$ cat src/design/phgs_pkg.sv
// ----------------------------------------------------------------------------
// phgs_pkg
// Shared types, constants and helpers for the peak-hold gain step calculator.
// ----------------------------------------------------------------------------
package phgs_pkg;

    // field widths
    localparam int SAMPLE_BITS = 12;
    localparam int STEP_BITS   = 7;
    localparam int STEP_MAX    = 127;

    // gain formula constants
    localparam int FULL          = (1 << SAMPLE_BITS) - 1;
    localparam int FULL3         = 3 * FULL;
    localparam int PAR_R_OHMS    = 51000;
    localparam int POT_RES_OHMS  = 100000;
    localparam int WIPER_COUNT   = 128;
    localparam int WIPER_OHMS    = POT_RES_OHMS / WIPER_COUNT;

    // datapath widths
    localparam int    S20_W   = $clog2(20 * FULL + 1);
    localparam int    S1040_W = $clog2(1040 * FULL + 1);
    localparam int    DN_W    = $clog2(FULL3 + 1);
    localparam int    DD_W    = $clog2(1040 * FULL - FULL3 + 1);
    localparam longint NUM_MAX = longint'(PAR_R_OHMS) * longint'(FULL3);
    localparam longint DEN_MAX = longint'(WIPER_OHMS) * longint'(1040 * FULL - FULL3);
    localparam int    NUM_W   = $clog2(NUM_MAX + 1);
    localparam int    DEN_W   = $clog2(DEN_MAX + 1);
    localparam int    DIV_W   = DEN_W + STEP_BITS;
    localparam int    QUO_W   = STEP_BITS + 1;
    localparam int    CNT_W   = $clog2(STEP_BITS + 1);

    // queue between front and back
    localparam int QDEPTH = 2;
    localparam int QPTR_W = (QDEPTH > 1) ? $clog2(QDEPTH) : 1;
    localparam int QCNT_W = $clog2(QDEPTH + 1);

    localparam logic [STEP_BITS-1:0] STEP_MAX_V = STEP_BITS'(STEP_MAX);

    // input item
    typedef struct packed {
        logic [SAMPLE_BITS-1:0] sample;
        logic                   calibrate;
    } t_item;

    // result item
    typedef struct packed {
        logic [STEP_BITS-1:0]   wiper_step;
        logic                   pot_write;
        logic [SAMPLE_BITS-1:0] peak_level;
    } t_result;

    // classified item handed from front to back
    typedef struct packed {
        logic [SAMPLE_BITS-1:0] level;
        logic                   write;
    } t_cmd;

    typedef enum logic [1:0] {
        S_IDLE,
        S_MUL,
        S_DIV
    } t_back_state;

    // clamp a raw quotient to the largest pot step
    function automatic logic [STEP_BITS-1:0] sat_step(input logic [QUO_W-1:0] q);
        logic [STEP_BITS-1:0] r;
        if (q > QUO_W'(STEP_MAX)) begin
            r = STEP_MAX_V;
        end else begin
            r = q[STEP_BITS-1:0];
        end
        return r;
    endfunction

endpackage

$ cat src/design/phgs_front.sv
// ----------------------------------------------------------------------------
// phgs_front
// Accepts samples, tracks the calibration peak and tags new-peak items.
// ----------------------------------------------------------------------------
module phgs_front (
    input  logic                 i_clk,
    input  logic                 i_rst_n,
    input  logic                 i_push,
    input  phgs_pkg::t_item      i_item,
    input  logic                 i_full,
    output logic                 o_wr,
    output phgs_pkg::t_cmd       o_cmd
);

    logic [phgs_pkg::SAMPLE_BITS-1:0] r_peak;
    logic [phgs_pkg::SAMPLE_BITS-1:0] n_peak;
    logic                             is_peak;

    // new peak only in calibration mode
    assign is_peak = i_item.calibrate && (i_item.sample > r_peak);
    assign o_wr    = i_push && !i_full;

    always_comb begin
        o_cmd.write = is_peak;
        o_cmd.level = is_peak ? i_item.sample : r_peak;
        n_peak      = (o_wr && is_peak) ? i_item.sample : r_peak;
    end

    // peak hold register
    always_ff @(posedge i_clk) begin
        if (!i_rst_n) begin
            r_peak <= '0;
        end else begin
            r_peak <= n_peak;
        end
    end

    a_peak_follows: assert property (@(posedge i_clk) disable iff (!i_rst_n)
        (o_wr && o_cmd.write) |=> (r_peak == $past(i_item.sample)))
        else $error("peak not updated on new peak item");

endmodule

$ cat src/design/phgs_queue.sv
// ----------------------------------------------------------------------------
// phgs_queue
// Short register queue that decouples the front from the back.
// ----------------------------------------------------------------------------
module phgs_queue (
    input  logic                 i_clk,
    input  logic                 i_rst_n,
    input  logic                 i_wr,
    input  phgs_pkg::t_cmd       i_data,
    output logic                 o_full,
    input  logic                 i_rd,
    output phgs_pkg::t_cmd       o_data,
    output logic                 o_empty
);

    phgs_pkg::t_cmd                r_mem [phgs_pkg::QDEPTH];
    logic [phgs_pkg::QPTR_W-1:0]   r_wr_ptr;
    logic [phgs_pkg::QPTR_W-1:0]   r_rd_ptr;
    logic [phgs_pkg::QCNT_W-1:0]   r_count;
    logic [phgs_pkg::QPTR_W-1:0]   n_wr_ptr;
    logic [phgs_pkg::QPTR_W-1:0]   n_rd_ptr;
    logic [phgs_pkg::QCNT_W-1:0]   n_count;
    logic                          do_wr;
    logic                          do_rd;

    assign o_full  = (r_count == phgs_pkg::QCNT_W'(phgs_pkg::QDEPTH));
    assign o_empty = (r_count == '0);
    assign o_data  = r_mem[r_rd_ptr];
    assign do_wr   = i_wr && !o_full;
    assign do_rd   = i_rd && !o_empty;

    // pointer and count update
    always_comb begin
        n_wr_ptr = r_wr_ptr;
        n_rd_ptr = r_rd_ptr;
        n_count  = r_count;
        if (do_wr) begin
            n_wr_ptr = (r_wr_ptr == phgs_pkg::QPTR_W'(phgs_pkg::QDEPTH - 1)) ?
                       '0 : r_wr_ptr + phgs_pkg::QPTR_W'(1);
        end
        if (do_rd) begin
            n_rd_ptr = (r_rd_ptr == phgs_pkg::QPTR_W'(phgs_pkg::QDEPTH - 1)) ?
                       '0 : r_rd_ptr + phgs_pkg::QPTR_W'(1);
        end
        if (do_wr && !do_rd) begin
            n_count = r_count + phgs_pkg::QCNT_W'(1);
        end else if (do_rd && !do_wr) begin
            n_count = r_count - phgs_pkg::QCNT_W'(1);
        end
    end

    always_ff @(posedge i_clk) begin
        if (!i_rst_n) begin
            r_wr_ptr <= '0;
            r_rd_ptr <= '0;
            r_count  <= '0;
        end else begin
            r_wr_ptr <= n_wr_ptr;
            r_rd_ptr <= n_rd_ptr;
            r_count  <= n_count;
        end
    end

    // storage
    always_ff @(posedge i_clk) begin
        if (do_wr) begin
            r_mem[r_wr_ptr] <= i_data;
        end
    end

    a_no_overflow: assert property (@(posedge i_clk) disable iff (!i_rst_n)
        r_count <= phgs_pkg::QCNT_W'(phgs_pkg::QDEPTH))
        else $error("queue count beyond depth");

    a_count_step: assert property (@(posedge i_clk) disable iff (!i_rst_n)
        (do_wr && !do_rd) |=> (r_count == $past(r_count) + phgs_pkg::QCNT_W'(1)))
        else $error("queue count did not grow on write");

endmodule

$ cat src/design/phgs_back.sv
// ----------------------------------------------------------------------------
// phgs_back
// Computes the pot step for new peaks with a single restoring divider
// and holds the result item until it is popped.
// ----------------------------------------------------------------------------
module phgs_back (
    input  logic                 i_clk,
    input  logic                 i_rst_n,
    input  phgs_pkg::t_cmd       i_cmd,
    input  logic                 i_q_empty,
    output logic                 o_q_pop,
    input  logic                 i_pop,
    output logic                 o_empty,
    output phgs_pkg::t_result    o_result
);

    phgs_pkg::t_back_state               r_state;
    phgs_pkg::t_back_state               n_state;
    logic [phgs_pkg::STEP_BITS-1:0]      r_step;
    logic [phgs_pkg::SAMPLE_BITS-1:0]    r_level;
    logic [phgs_pkg::DN_W-1:0]           r_dn;
    logic [phgs_pkg::DD_W-1:0]           r_dd;
    logic [phgs_pkg::NUM_W-1:0]          r_rem;
    logic [phgs_pkg::DEN_W-1:0]          r_den;
    logic [phgs_pkg::QUO_W-1:0]          r_quo;
    logic [phgs_pkg::CNT_W-1:0]          r_cnt;
    logic                                r_out_valid;
    phgs_pkg::t_result                   r_out;

    logic [phgs_pkg::S20_W-1:0]          s20;
    logic [phgs_pkg::S1040_W-1:0]        s1040;
    logic                                is_large;
    logic                                is_tiny;
    logic                                out_free;
    logic                                take;
    logic                                needs_calc;
    logic                                finish_now;
    logic                                div_done;
    logic [phgs_pkg::STEP_BITS-1:0]      step_now;
    logic [phgs_pkg::DIV_W-1:0]          rem_ext;
    logic [phgs_pkg::DIV_W-1:0]          den_sh;
    logic                                ge;
    logic [phgs_pkg::NUM_W-1:0]          rem_nxt;
    logic [phgs_pkg::QUO_W-1:0]          quo_nxt;

    // classify the peak against the two range limits
    always_comb begin
        s20      = phgs_pkg::S20_W'(i_cmd.level) * phgs_pkg::S20_W'(20);
        s1040    = phgs_pkg::S1040_W'(i_cmd.level) * phgs_pkg::S1040_W'(1040);
        is_large = (s20 >= phgs_pkg::S20_W'(phgs_pkg::FULL3));
        is_tiny  = (s1040 <= phgs_pkg::S1040_W'(phgs_pkg::FULL3));
    end

    // one restoring division step
    always_comb begin
        rem_ext = phgs_pkg::DIV_W'(r_rem);
        den_sh  = phgs_pkg::DIV_W'(r_den) << r_cnt;
        ge      = (rem_ext >= den_sh);
        rem_nxt = ge ? phgs_pkg::NUM_W'(rem_ext - den_sh) : r_rem;
        quo_nxt = r_quo | (phgs_pkg::QUO_W'(ge) << r_cnt);
    end

    // next state
    always_comb begin
        n_state = r_state;
        case (r_state)
            phgs_pkg::S_IDLE: begin
                if (needs_calc) begin
                    n_state = phgs_pkg::S_MUL;
                end
            end
            phgs_pkg::S_MUL: begin
                n_state = phgs_pkg::S_DIV;
            end
            phgs_pkg::S_DIV: begin
                if (r_cnt == '0) begin
                    n_state = phgs_pkg::S_IDLE;
                end
            end
            default: begin
                n_state = phgs_pkg::S_IDLE;
            end
        endcase
    end

    // control outputs
    always_comb begin
        out_free   = !r_out_valid || i_pop;
        take       = 1'b0;
        div_done   = 1'b0;
        case (r_state)
            phgs_pkg::S_IDLE: begin
                take = !i_q_empty && out_free;
            end
            phgs_pkg::S_DIV: begin
                div_done = (r_cnt == '0);
            end
            default: begin
                take     = 1'b0;
                div_done = 1'b0;
            end
        endcase
        needs_calc = take && i_cmd.write && !is_large && !is_tiny;
        finish_now = take && !needs_calc;
        o_q_pop    = take;
        if (!i_cmd.write) begin
            step_now = r_step;
        end else if (is_large) begin
            step_now = '0;
        end else begin
            step_now = phgs_pkg::STEP_MAX_V;
        end
    end

    // control registers
    always_ff @(posedge i_clk) begin
        if (!i_rst_n) begin
            r_state     <= phgs_pkg::S_IDLE;
            r_out_valid <= 1'b0;
            r_step      <= '0;
        end else begin
            r_state <= n_state;
            if (finish_now || div_done) begin
                r_out_valid <= 1'b1;
            end else if (i_pop) begin
                r_out_valid <= 1'b0;
            end
            if (finish_now && i_cmd.write) begin
                r_step <= step_now;
            end else if (div_done) begin
                r_step <= phgs_pkg::sat_step(quo_nxt);
            end
        end
    end

    // datapath registers
    always_ff @(posedge i_clk) begin
        if (take) begin
            r_level <= i_cmd.level;
            r_dn    <= phgs_pkg::DN_W'(phgs_pkg::S20_W'(phgs_pkg::FULL3) - s20);
            r_dd    <= phgs_pkg::DD_W'(s1040 - phgs_pkg::S1040_W'(phgs_pkg::FULL3));
        end
        if (r_state == phgs_pkg::S_MUL) begin
            r_rem <= phgs_pkg::NUM_W'(r_dn) * phgs_pkg::NUM_W'(phgs_pkg::PAR_R_OHMS);
            r_den <= phgs_pkg::DEN_W'(r_dd) * phgs_pkg::DEN_W'(phgs_pkg::WIPER_OHMS);
            r_quo <= '0;
            r_cnt <= phgs_pkg::CNT_W'(phgs_pkg::STEP_BITS);
        end else if (r_state == phgs_pkg::S_DIV) begin
            r_rem <= rem_nxt;
            r_quo <= quo_nxt;
            r_cnt <= r_cnt - phgs_pkg::CNT_W'(1);
        end
        if (finish_now) begin
            r_out.wiper_step <= step_now;
            r_out.pot_write  <= i_cmd.write;
            r_out.peak_level <= i_cmd.level;
        end else if (div_done) begin
            r_out.wiper_step <= phgs_pkg::sat_step(quo_nxt);
            r_out.pot_write  <= 1'b1;
            r_out.peak_level <= r_level;
        end
    end

    assign o_empty  = !r_out_valid;
    assign o_result = r_out;

    a_pop_nonempty: assert property (@(posedge i_clk) disable iff (!i_rst_n)
        o_q_pop |-> !i_q_empty)
        else $error("dequeue from empty queue");

    a_busy_no_take: assert property (@(posedge i_clk) disable iff (!i_rst_n)
        (r_state != phgs_pkg::S_IDLE) |-> !o_q_pop)
        else $error("item taken while divider busy");

    a_mul_to_div: assert property (@(posedge i_clk) disable iff (!i_rst_n)
        (r_state == phgs_pkg::S_MUL) |=>
            ((r_state == phgs_pkg::S_DIV) && (r_cnt == phgs_pkg::CNT_W'(phgs_pkg::STEP_BITS))))
        else $error("divider not started after multiply");

    a_div_result: assert property (@(posedge i_clk) disable iff (!i_rst_n)
        div_done |=> (!o_empty && o_result.pot_write))
        else $error("division result not presented");

endmodule

$ cat src/design/peak_hold_gain_step_calc.sv
// ----------------------------------------------------------------------------
// peak_hold_gain_step_calc
// Peak-hold gain step calculator with queued front and divider back end.
// ----------------------------------------------------------------------------
// Each pushed sample gives exactly one result item, in order. In calibration
// mode a sample above the held peak becomes the new peak and the pot step
// floor(51000*(3*FULL-20s)/(781*(1040s-3*FULL))) is recomputed, saturated to
// 127 for tiny peaks or large quotients and 0 for peaks at or above 615.
// The front puts one sample per cycle into a two-entry queue until it is full.
// The back finishes an item that sets no computed step as it takes it; a new
// peak inside the computed range goes through classify, one constant multiply
// and eight restoring division steps; that divider sets the sustained rate.
// A finished result waits in an output register; the back takes no new item
// until it is popped, while the front goes on filling the queue until full.
// ----------------------------------------------------------------------------
module peak_hold_gain_step_calc (
    input  logic                 i_clk,
    input  logic                 i_rst_n,
    input  logic                 push,
    output logic                 full,
    input  phgs_pkg::t_item      i_item,
    input  logic                 pop,
    output logic                 empty,
    output phgs_pkg::t_result    o_result
);

    logic             q_wr;
    phgs_pkg::t_cmd   q_wdata;
    logic             q_rd;
    phgs_pkg::t_cmd   q_rdata;
    logic             q_empty;

    // sample intake and peak tracking
    phgs_front u_front (
        .i_clk   (i_clk),
        .i_rst_n (i_rst_n),
        .i_push  (push),
        .i_item  (i_item),
        .i_full  (full),
        .o_wr    (q_wr),
        .o_cmd   (q_wdata)
    );

    // decoupling queue
    phgs_queue u_queue (
        .i_clk   (i_clk),
        .i_rst_n (i_rst_n),
        .i_wr    (q_wr),
        .i_data  (q_wdata),
        .o_full  (full),
        .i_rd    (q_rd),
        .o_data  (q_rdata),
        .o_empty (q_empty)
    );

    // step computation and result register
    phgs_back u_back (
        .i_clk     (i_clk),
        .i_rst_n   (i_rst_n),
        .i_cmd     (q_rdata),
        .i_q_empty (q_empty),
        .o_q_pop   (q_rd),
        .i_pop     (pop),
        .o_empty   (empty),
        .o_result  (o_result)
    );

endmodule

$ cat config.mk
export PLATFORM = sky130hd
export DESIGN_NAME = peak_hold_gain_step_calc
export DESIGN_NICKNAME = d
export VERILOG_FILES = /design/src/design/phgs_pkg.sv /design/src/design/phgs_front.sv /design/src/design/phgs_queue.sv /design/src/design/phgs_back.sv /design/src/design/peak_hold_gain_step_calc.sv
export SDC_FILE = /design/constraint.sdc
export NUM_CORES = 1
export LEC_CHECK = 0
export ABC_AREA = 1
export BUFFER_PORTS_ARGS = -buffer_cell sky130_fd_sc_hd__buf_2
export CELL_PAD_IN_SITES_DETAIL_PLACEMENT = 0
export CELL_PAD_IN_SITES_GLOBAL_PLACEMENT = 1
export CORE_MARGIN = 2
export CORE_UTILIZATION = 49
export DETAILED_ROUTE_END_ITERATION = 10
export PLACE_DENSITY = 0.84
export SETUP_SLACK_MARGIN = 0.3
export SYNTH_ARGS = -nofsm -noshare
export SYNTH_HDL_FRONTEND = slang
export SYNTH_SLANG_ARGS = --single-unit
$ cat constraint.sdc
create_clock -name i_clk -period 6.4 [get_ports i_clk]
set_input_delay 0 -clock i_clk [delete_from_list [all_inputs] [get_ports i_clk]]
set_output_delay 0 -clock i_clk [all_outputs]
set_load 0.02 [all_outputs]
==> metrics, run 1 <==
Final Hold Viols=0; Post-DRT Antenna Nets=0; cells after synthesis=2048; first-pass GRT wire length=68200 um; CTS tree=built; final net count=2456; crit-path max cell delay=approximately 640 ps; crit end category=flop; critical setup path kind=reg2reg; 1st-iter DRT viols=roughly 900; port buffer count=38; layout cells sized above 1=0.0599; wirelength, routed=approximately 42000 um; area grow syn2layout=8.16%; Syn Area/Cell=around 8.4 um2; Layout fillers=~3200; n_diodes=0; global route overflow=0; routed via count=between 10000 and 15000; number of global-route vias before repair=13400; f_max=0.180 GHz; Worst setup SP type=flop; routed wire length per instance=roughly 17 um; Critical Path Fanout Max=23; crit path cell chain=inv_2, or2_2, o21ai_0, inv_1, ha_1, ha_1, inv_1, fa_1, inv_1, nand3_1, nand3_1, nand2_1, nand3_1, nand2_1, nand2_1, nand3_2, nor2_4, nand2_4, nand2_4, nand2_1, o21ai_0, dlygate4sd3_1, inv_1; CTS buffer count=17; Synth area leaders=edfxtp_1, ha_1, fa_1, nand2_1, inv_1; Die Wd=192 um; routability cong.=0.932; Skew-Pair Late Insertion Delay=between 400 and 500 ps; Ys Warns=0; Max Slew Vio Count=0; Max-slew headroom=0.274; min Tclk post-route=about 5500 ps; sequential area share after synthesis=0.288; largest net degree at the start of global routing=50; Seq cells post-synth=179; synthesized area=~0.017 mm2; die height=between 150 and 200 um; WHS Path Cells=5; HP Class=in2reg; Initial Utilization=0.498; dpl hpwl=between 30000 and 40000 um; setup tns final=0 ps; post-CTS sizing=0; Clock Sinks=around 180; Post-CTS Setup Bufs=0; post-synthesis cell type count=53; DR vias/cell=5.34; clock transition at the registers of the reported paths=about 80 ps; clk_skew=14.9 ps; DRC viols=0; I/O Pins=39; clock root cell=clkbuf_16; initial antenna violation count=0; CP max stage cell=dfxtp_1; clock buffer depth=2; GRT Overall Usage=0.238; core area=about 0.035 mm2; share of the synthesized area in the top cell type=0.240; data arrival time of the worst path=5910 ps; Max H-tree Level=4; 1st-pass router iterations=5; post-synth net total=2414; post-synth top area cell=edfxtp_1; hold buffer count at cts=16; Max-Cap Viols=0; DIE AREA=roughly 0.037 mm2; Crit path required time=roughly 6800 ps; final setup fails=0; Tightest Pin Transition=~1100 ps; Final Cycle Share=0.867; worst r2r path cells=23; RSZ-0062 raised after global routing=no; status=finished clean; FP Rows=between 60 and 70
## logic make-up (layout without fill, tap and decap cells)
| logic type | count (synthesis) | in the layout | share of synthesized area |
|---|---|---|---|
| simple gates | 688 | 688 | 0.170 |
| compound gates | 390 | 390 | 0.124 |
| fa+ha+maj | 349 | 349 | 0.295 |
| mux | 3 | 3 | 0.00174 |
| xor+xnor | 81 | 81 | 0.0411 |
| flops | 179 | 179 | 0.288 |
| buf+inv | 358 | 413 | 0.0806 |
## placed cells by master (no fill, tap or decap), types with 10 or more instances in the layout
cell | synthesis | routed
a211oi_1 | 10 | 10
a21oi_1 | 141 | 141
a31oi_1 | 24 | 24
buf_2 | 5 | 38
clkbuf_16 | 0 | 17
dfxtp_1 | 41 | 41
dlygate4sd3_1 | 0 | 16
edfxtp_1 | 138 | 138
fa_1 | 97 | 97
ha_1 | 252 | 251
inv_1 | 306 | 305
inv_2 | 11 | 11
nand2_1 | 417 | 417
nand2_2 | 15 | 15
nand3_1 | 102 | 102
nand4_1 | 17 | 17
nor2_1 | 105 | 105
o21ai_0 | 163 | 163
xnor2_1 | 41 | 41
xor2_1 | 40 | 40
## cell type report
| type | instances | area [um2] | share of cell area |
|---|---|---|---|
| clock buffers | 19 | 453 | 0.0243 |
| clock inverters | 13 | 166 | 0.00891 |
| multi-input cells | 1511 | 10900 | 0.584 |
| flip-flops and latches | 179 | 4960 | 0.266 |
| repair buffers | 61 | 403 | 0.0216 |
| inverters | 320 | 1200 | 0.0645 |
| well taps | 455 | 569 | 0.0305 |
## per-layer routing
| layer | wire, um | vias to the layer above | track usage |
|---|---|---|---|
| li1 | - | 6946 | - |
| met1 | 19700 | 6436 | 0.320 |
| met2 | 20200 | 235 | 0.404 |
| met3 | 1500 | 37 | 0.0289 |
| met4 | 861 | 0 | 0.0672 |
| met5 | 0 | - | 0 |
## critical path: cells and delay by family, from the launching register on
family,cells,cell delay [ps]
AOI/OAI and AO/OA,2,570
adders and majority gates,3,900
buffers and inverters,6,1230
DFF,1,640
and+or+nand+nor,12,2090
## Yosys cell counts (all sizes together)
library cell,number
or2,4
a21o,6
nor3,7
nand2,437
o31ai,1
o211ai,7
edfxtp,138
o21bai,4
nor2,109
o311ai,1
a221oi,3
o22ai,7
inv,318
o21a,4
nand4,17
nand3,105
clkbuf,25
dfxtp,41
o221ai,3
nor4,6
buf,13
xor2,40
fa,97
a31oi,24
nand3b,3
a211oi,10
clkinv,2
xnor2,41
o2111ai,2
o21ai,171
ha,252
mux2i,3
a21oi,142
a31o,1
a21boi,4
## flip-flops by register name, indices dropped and copies added, names as in the netlist, 2 cells and up, named ones only
signal / count
u_back.r_rem: 30
u_back.r_den: 28
u_queue.r_mem: 26
u_back.o_result: 20
u_back.r_dd: 13
u_back.r_dn: 12
u_back.r_level: 12
u_front.r_peak: 12
u_back.r_quo: 8
u_back.r_step: 7
u_back.r_cnt: 3
u_back.r_state: 2
u_queue.r_count: 2
## final timing paths
check,start,to,slack [ps]
max,flop,u_back.r_out_valid,850
min,push,u_front.r_peak[0],140
max reg2reg,flop,u_back.r_out_valid,850
min reg2reg,u_queue.r_rd_ptr,u_queue.r_rd_ptr,460
## through the flow
step	hold WS (ps)	area [um2]	util	cells	worst slack, ps
after floorplan	166	17300	-	2048	1820
after global placement	295	17900	0.517	2510	1470
after detailed placement	302	17900	0.517	2510	1380
after CTS	88.6	18700	0.539	2558	851
after global routing	161	18700	0.539	2558	317
final	139	18700	0.539	2558	853
Power of run 1 is left out: the tool's default activity adds up to more than one toggle a clock period on the data nets, which glitch-free logic cannot reach.
==> run 2: changes to the inputs <==
--- a/config.mk
+++ b/config.mk
@@ -9,7 +9,6 @@
 export BUFFER_PORTS_ARGS = -buffer_cell sky130_fd_sc_hd__buf_2
 export CELL_PAD_IN_SITES_DETAIL_PLACEMENT = 0
 export CELL_PAD_IN_SITES_GLOBAL_PLACEMENT = 1
-export CORE_MARGIN = 2
 export CORE_UTILIZATION = 49
 export DETAILED_ROUTE_END_ITERATION = 10
 export PLACE_DENSITY = 0.84
==> run 2 against run 1 <==
Effect of this change: non-clock buffer count shrank 2; setup slack gained 530 ps; worst hold slack lost 41 ps; die area shrank 2.1%; clock-buffer cell count shrank 1; sequential share of layout area grew 0.075 points; largest cell class unchanged; maximum frequency grew 11%; first-iteration DRC count shrank 7.7%; wire length shrank 1.3%; sequential cell count is the same.
==> metrics, run 2 (synthesis results as in run 1) <==
core area=0.0346 mm2 (unchanged); Worst setup SP type=flop (unchanged); clock root cell=clkbuf_16 (unchanged); Post-DRT Antenna Nets=0 (unchanged); Max-Cap Viols=0 (unchanged); HP Start=push (unchanged); routed wire length per instance=16.3 um (was 16.5 um); DRC viols=0 (unchanged); Critical Path Fanout Max=23 (unchanged); RSZ-0062 raised after global routing=no (unchanged); GRT Overall Usage=0.240 (was 0.238); sequential cell area=0.00496 mm2 (unchanged); Final Hold Viols=0 (unchanged); f_max=0.199 GHz (was 0.180 GHz); status=finished clean (unchanged); initial antenna violation count=0 (unchanged); 1st-iter DRT viols=827 (was 896); die height=190 um (was 192 um); number of global-route vias before repair=13200 (was 13400); clk_skew=13.9 ps (was 14.9 ps); Biggest register=u_back.r_rem (unchanged); max reg flops=30 (unchanged); 1st-pass router iterations=5 (unchanged); Final Cycle Share=0.784 (was 0.867); global route overflow=0 (unchanged); Max H-tree Level=4 (unchanged); Max Slew Vio Count=0 (unchanged); layout cells sized above 1=0.0595 (was 0.0599); Max-slew headroom=0.251 (was 0.274); clock buffer depth=2 (unchanged); Layout fillers=3237 (was 3205); CTS buffer count=17 (unchanged); Clock Sinks=179 (unchanged); final setup fails=0 (unchanged); crit end category=flop (unchanged); Skew-Pair Late Insertion Delay=460 ps (about the same); largest registers=u_back.r_rem (30), u_back.r_den (28), u_queue.r_mem (26) (unchanged); HP Class=in2reg (unchanged); Die Wd=190 um (was 192 um); area grow syn2layout=7.85% (was 8.16%); data arrival time of the worst path=5090 ps (was 5910 ps); DR vias/cell=5.29 (was 5.34); CTS tree=built (unchanged); wirelength, routed=41700 um (was 42200 um); min Tclk post-route=5020 ps (was 5550 ps); n_diodes=0 (unchanged); clock transition at the registers of the reported paths=80 ps (about the same); I/O Pins=39 (unchanged); Tightest Pin Transition=1120 ps (was 1090 ps); FP Rows=68 (unchanged); routed via count=13500 (was 13700); Worst R2R Setup Slack=1380 ps (was 850 ps); setup tns final=0 ps (unchanged); most common cell after layout, fill and taps aside=nand2_1 (unchanged); DIE AREA=0.0360 mm2 (was 0.0367 mm2); commonest cells after routing, fill and taps aside=nand2_1, inv_1, ha_1 (unchanged); largest net degree at the start of global routing=60 (was 50); port buffer count=38 (unchanged); routability cong.=0.918 (was 0.932); final net count=2454 (was 2456); Initial Utilization=0.498 (unchanged); Crit path required time=6470 ps (was 6770 ps); dpl hpwl=34500 um (was 34900 um); critical setup path kind=reg2reg (unchanged); Multi-input gate area=0.0109 mm2 (unchanged); first-pass GRT wire length=67600 um (was 68200 um)
==> run 2: final timing paths <==
kind / cells after the start / endpoint
max: 21 / u_back.o_result[7]
min: 5 / u_front.r_peak[0]
max reg2reg: 21 / u_back.o_result[7]
min reg2reg: 1 / u_queue.r_rd_ptr
==> run 2: metrics by stage <==
stage,utilization,worst slack (ps),area [um2],hold WS (ps),instances
after CTS,0.538,1380,18600,80.0,2556
after detailed placement,0.517,1400,17900,300,2510
after floorplan,-,1820,17300,166,2048
final,0.538,1380,18600,97.4,2556
after global routing,0.538,1010,18600,160,2556
after global placement,0.517,1520,17900,290,2510
==> run 2: repair_timing <==
action | in CTS | in global routing
hold buffers | 14 | 0
setup buffers | 0 | 0
endpoints found under the setup margin | 0 | 0
gates resized for setup | 0 | 0
endpoints found under the hold margin | 37 | 0
==> run 2: critical path: stages (launching register included) <==
cell	delay, ps
dfxtp_1	640
inv_2	260
or2_2	330
o21ai_0	200
inv_1	160
ha_1	320
ha_1	200
inv_1	70
fa_1	390
inv_1	100
nand3_1	90
nand2_1	80
nand2_1	40
nand2_1	110
inv_1	60
nor2_2	110
nand3_1	150
nor3_4	170
nand2_2	90
nand2_4	90
nand2_4	170
nand2_1	790
==> run 2: layout make-up <==
class | count | area share
sequential | 179 | 0.267
tap | 455 | 0.0306
multi-input combinational | 1511 | 0.586
inverter | 320 | 0.0647
clock inverter | 14 | 0.00847
clock buffer | 18 | 0.0231
timing repair buffer | 59 | 0.0206
==> run 2: routing by layer <==
metal  GRT usage  vias up  part of all wire
met5           0        -                 0
met4      0.0673        0             0.020
met3      0.0314       36             0.038
met2       0.407      241              0.48
met1       0.320     6320              0.46
li1            -     6932                 -
Power of run 2 is left out for the same reason.
==> run 3: changes to the inputs <==
==> constraint.sdc (replaced) <==
create_clock -name i_clk -period 5 [get_ports i_clk]
set_input_delay 0 -clock i_clk [delete_from_list [all_inputs] [get_ports i_clk]]
set_output_delay 0 -clock i_clk [all_outputs]
set_load 0.02 [all_outputs]
==> run 3 against run 2 <==
Effect of this change: wire length grew 5.5%; die area did not move; final cell count is 2.1% higher; via count up 2.4%.
==> metrics, run 3 (synthesis results as in run 1) <==
clock root cell=clkbuf_16 (unchanged); final setup fails=0 (unchanged); area grow syn2layout=13.9% (was 7.85%); n_diodes=0 (unchanged); die height=190 um (unchanged); min Tclk post-route=4650 ps (was 5020 ps); commonest cells after routing, fill and taps aside=nand2_1, inv_1, ha_1 (unchanged); Post-DRT Antenna Nets=0 (unchanged); setup tns final=0 ps (unchanged); dpl hpwl=35200 um (was 34500 um); global route overflow=0 (unchanged); critical setup path kind=reg2reg (unchanged); number of global-route vias before repair=13700 (was 13200); Max-Cap Viols=0 (unchanged); Initial Utilization=0.498 (unchanged); clk_skew=18.7 ps (was 13.9 ps); HP Start=push (unchanged); Clock Sinks=179 (unchanged); 1st-pass router iterations=5 (unchanged); data arrival time of the worst path=4850 ps (was 5090 ps); CTS tree=built (unchanged); crit path from=u_back.r_dn[4]; Final Cycle Share=0.931 (was 0.784); wirelength, routed=44000 um (was 41700 um); Max-slew headroom=0.212 (was 0.251); RR Startpoint=u_back.r_dn[4]; Worst setup SP type=flop (unchanged); status=finished clean (unchanged); 1st-iter DRT viols=751 (was 827); DR vias/cell=5.31 (was 5.29); Top cell by count, worst path=fa_1; clock transition at the registers of the reported paths=80 ps (about the same); HP Class=in2reg (unchanged); CP max stage cell=fa_1 (was nand2_1); crit end category=flop (unchanged); routed wire length per instance=16.8 um (was 16.3 um); Skew-Pair Late Insertion Delay=460 ps (about the same); initial antenna violation count=1 (was 0); most common cell after layout, fill and taps aside=nand2_1 (unchanged); crit-path max cell delay=540 ps (was 790 ps); Layout fillers=3084 (was 3237); port buffer count=38 (unchanged); Final Core Density=0.568 (was 0.538); f_max=0.215 GHz (was 0.199 GHz); FP Rows=68 (unchanged); max reg flops=30 (unchanged); CTS buffer count=17 (unchanged); Max H-tree Level=4 (unchanged); crit path cell chain=ha_4, inv_4, fa_1, fa_1, fa_1, inv_2, fa_1, ha_4, nand2_4, nor2_4, buf_6, a31oi_4, o21bai_2, nand2_1, nand2_2, nand3_2, nand2_1, nand2_1, nand3_2, o21ai_1 (was inv_2, or2_2, o21ai_0, inv_1, ha_1, ha_1, inv_1, fa_1, inv_1, nand3_1, nand2_1, nand2_1, nand2_1, inv_1, nor2_2, nand3_1, nor3_4, nand2_2, nand2_4, nand2_4, nand2_1); Critical Path Fanout Max=5 (was 23); final net count=2508 (was 2454); Crit path required time=5190 ps (was 6470 ps); layout cells sized above 1=0.119 (was 0.0595); Biggest register=u_back.r_rem (unchanged); DIE AREA=0.0360 mm2 (unchanged); routed via count=13800 (was 13500); DRC viols=0 (unchanged); routability cong.=0.956 (was 0.918); clock buffer depth=2 (unchanged); GRT Overall Usage=0.251 (was 0.240); core area=0.0346 mm2 (unchanged); largest registers=u_back.r_rem (30), u_back.r_den (28), u_queue.r_mem (26) (unchanged); Final Hold Viols=0 (unchanged); first-pass GRT wire length=70500 um (was 67600 um); Die Wd=190 um (unchanged); RSZ-0062 raised after global routing=yes (was no); Tightest Pin Transition=1180 ps (was 1120 ps); Max Slew Vio Count=0 (unchanged); I/O Pins=39 (unchanged); largest net degree at the start of global routing=44 (was 60)
## run 3: changes by cell type in the layout (fill, tap and decap cells not counted), sizes merged
cell,change
buf,+48
bufinv,+3
clkbuf,-1
clkinv,-3
clkinvlp,+2
dlygate4sd3,+6
inv,-1
## run 3: path summary, 6_finish.rpt
check	to	slack (ps)	cells past startpoint
max	u_back.r_rem[27]	350	20
min	u_queue.r_wr_ptr	80	5
max reg2reg	u_back.r_rem[27]	350	20
min reg2reg	u_queue.r_rd_ptr	460	1
## run 3: what timing repair did
item,4_1_cts,5_1_grt
gates resized for setup,34,85
hold buffers,20,0
hold endpoints to repair,37,0
pin swaps,21,40
setup endpoints to repair,10,23
setup buffers,12,16
## run 3: routing by layer
layer / vias up / track usage / part of all wire / wire length (um)
li1: 7041 / - / - / -
met1: 6456 / 0.329 / 0.46 / 20400
met2: 271 / 0.413 / 0.47 / 20500
met3: 77 / 0.0376 / 0.032 / 1430
met4: 2 / 0.102 / 0.037 / 1620
met5: - / 0 / 0.00030 / 13
## run 3: metrics by stage
step	instance area [um2]	hold WS (ps)	setup slack, ps	cells
after floorplan	17300	166	423	2048
after CTS	19200	51.4	285	2594
after global placement	18100	292	207	2530
after detailed placement	18100	301	55.0	2530
final	19700	79.0	346	2610
after global routing	19700	130	163	2610
## run 3: layout make-up
| type | instances | area, um2 | share of cell area |
|---|---|---|---|
| clock buffers | 17 | 425 | 0.0216 |
| clock inverters | 15 | 218 | 0.0111 |
| inverters | 320 | 1210 | 0.0614 |
| multi-input cells | 1511 | 11400 | 0.582 |
| flip-flops and latches | 179 | 4960 | 0.253 |
| well taps | 455 | 569 | 0.0290 |
| repair buffers | 113 | 823 | 0.0419 |
## run 3: critical path: cells and delay by family, from the launching register on
kind / cells / cell delay [ps]
AOI/OAI and AO/OA: 3 / 310
adders and majority gates: 6 / 2690
DFF: 1 / 520
and+or+nand+nor: 8 / 670
buffers and inverters: 3 / 180
Power of run 3 is left out for the same reason.
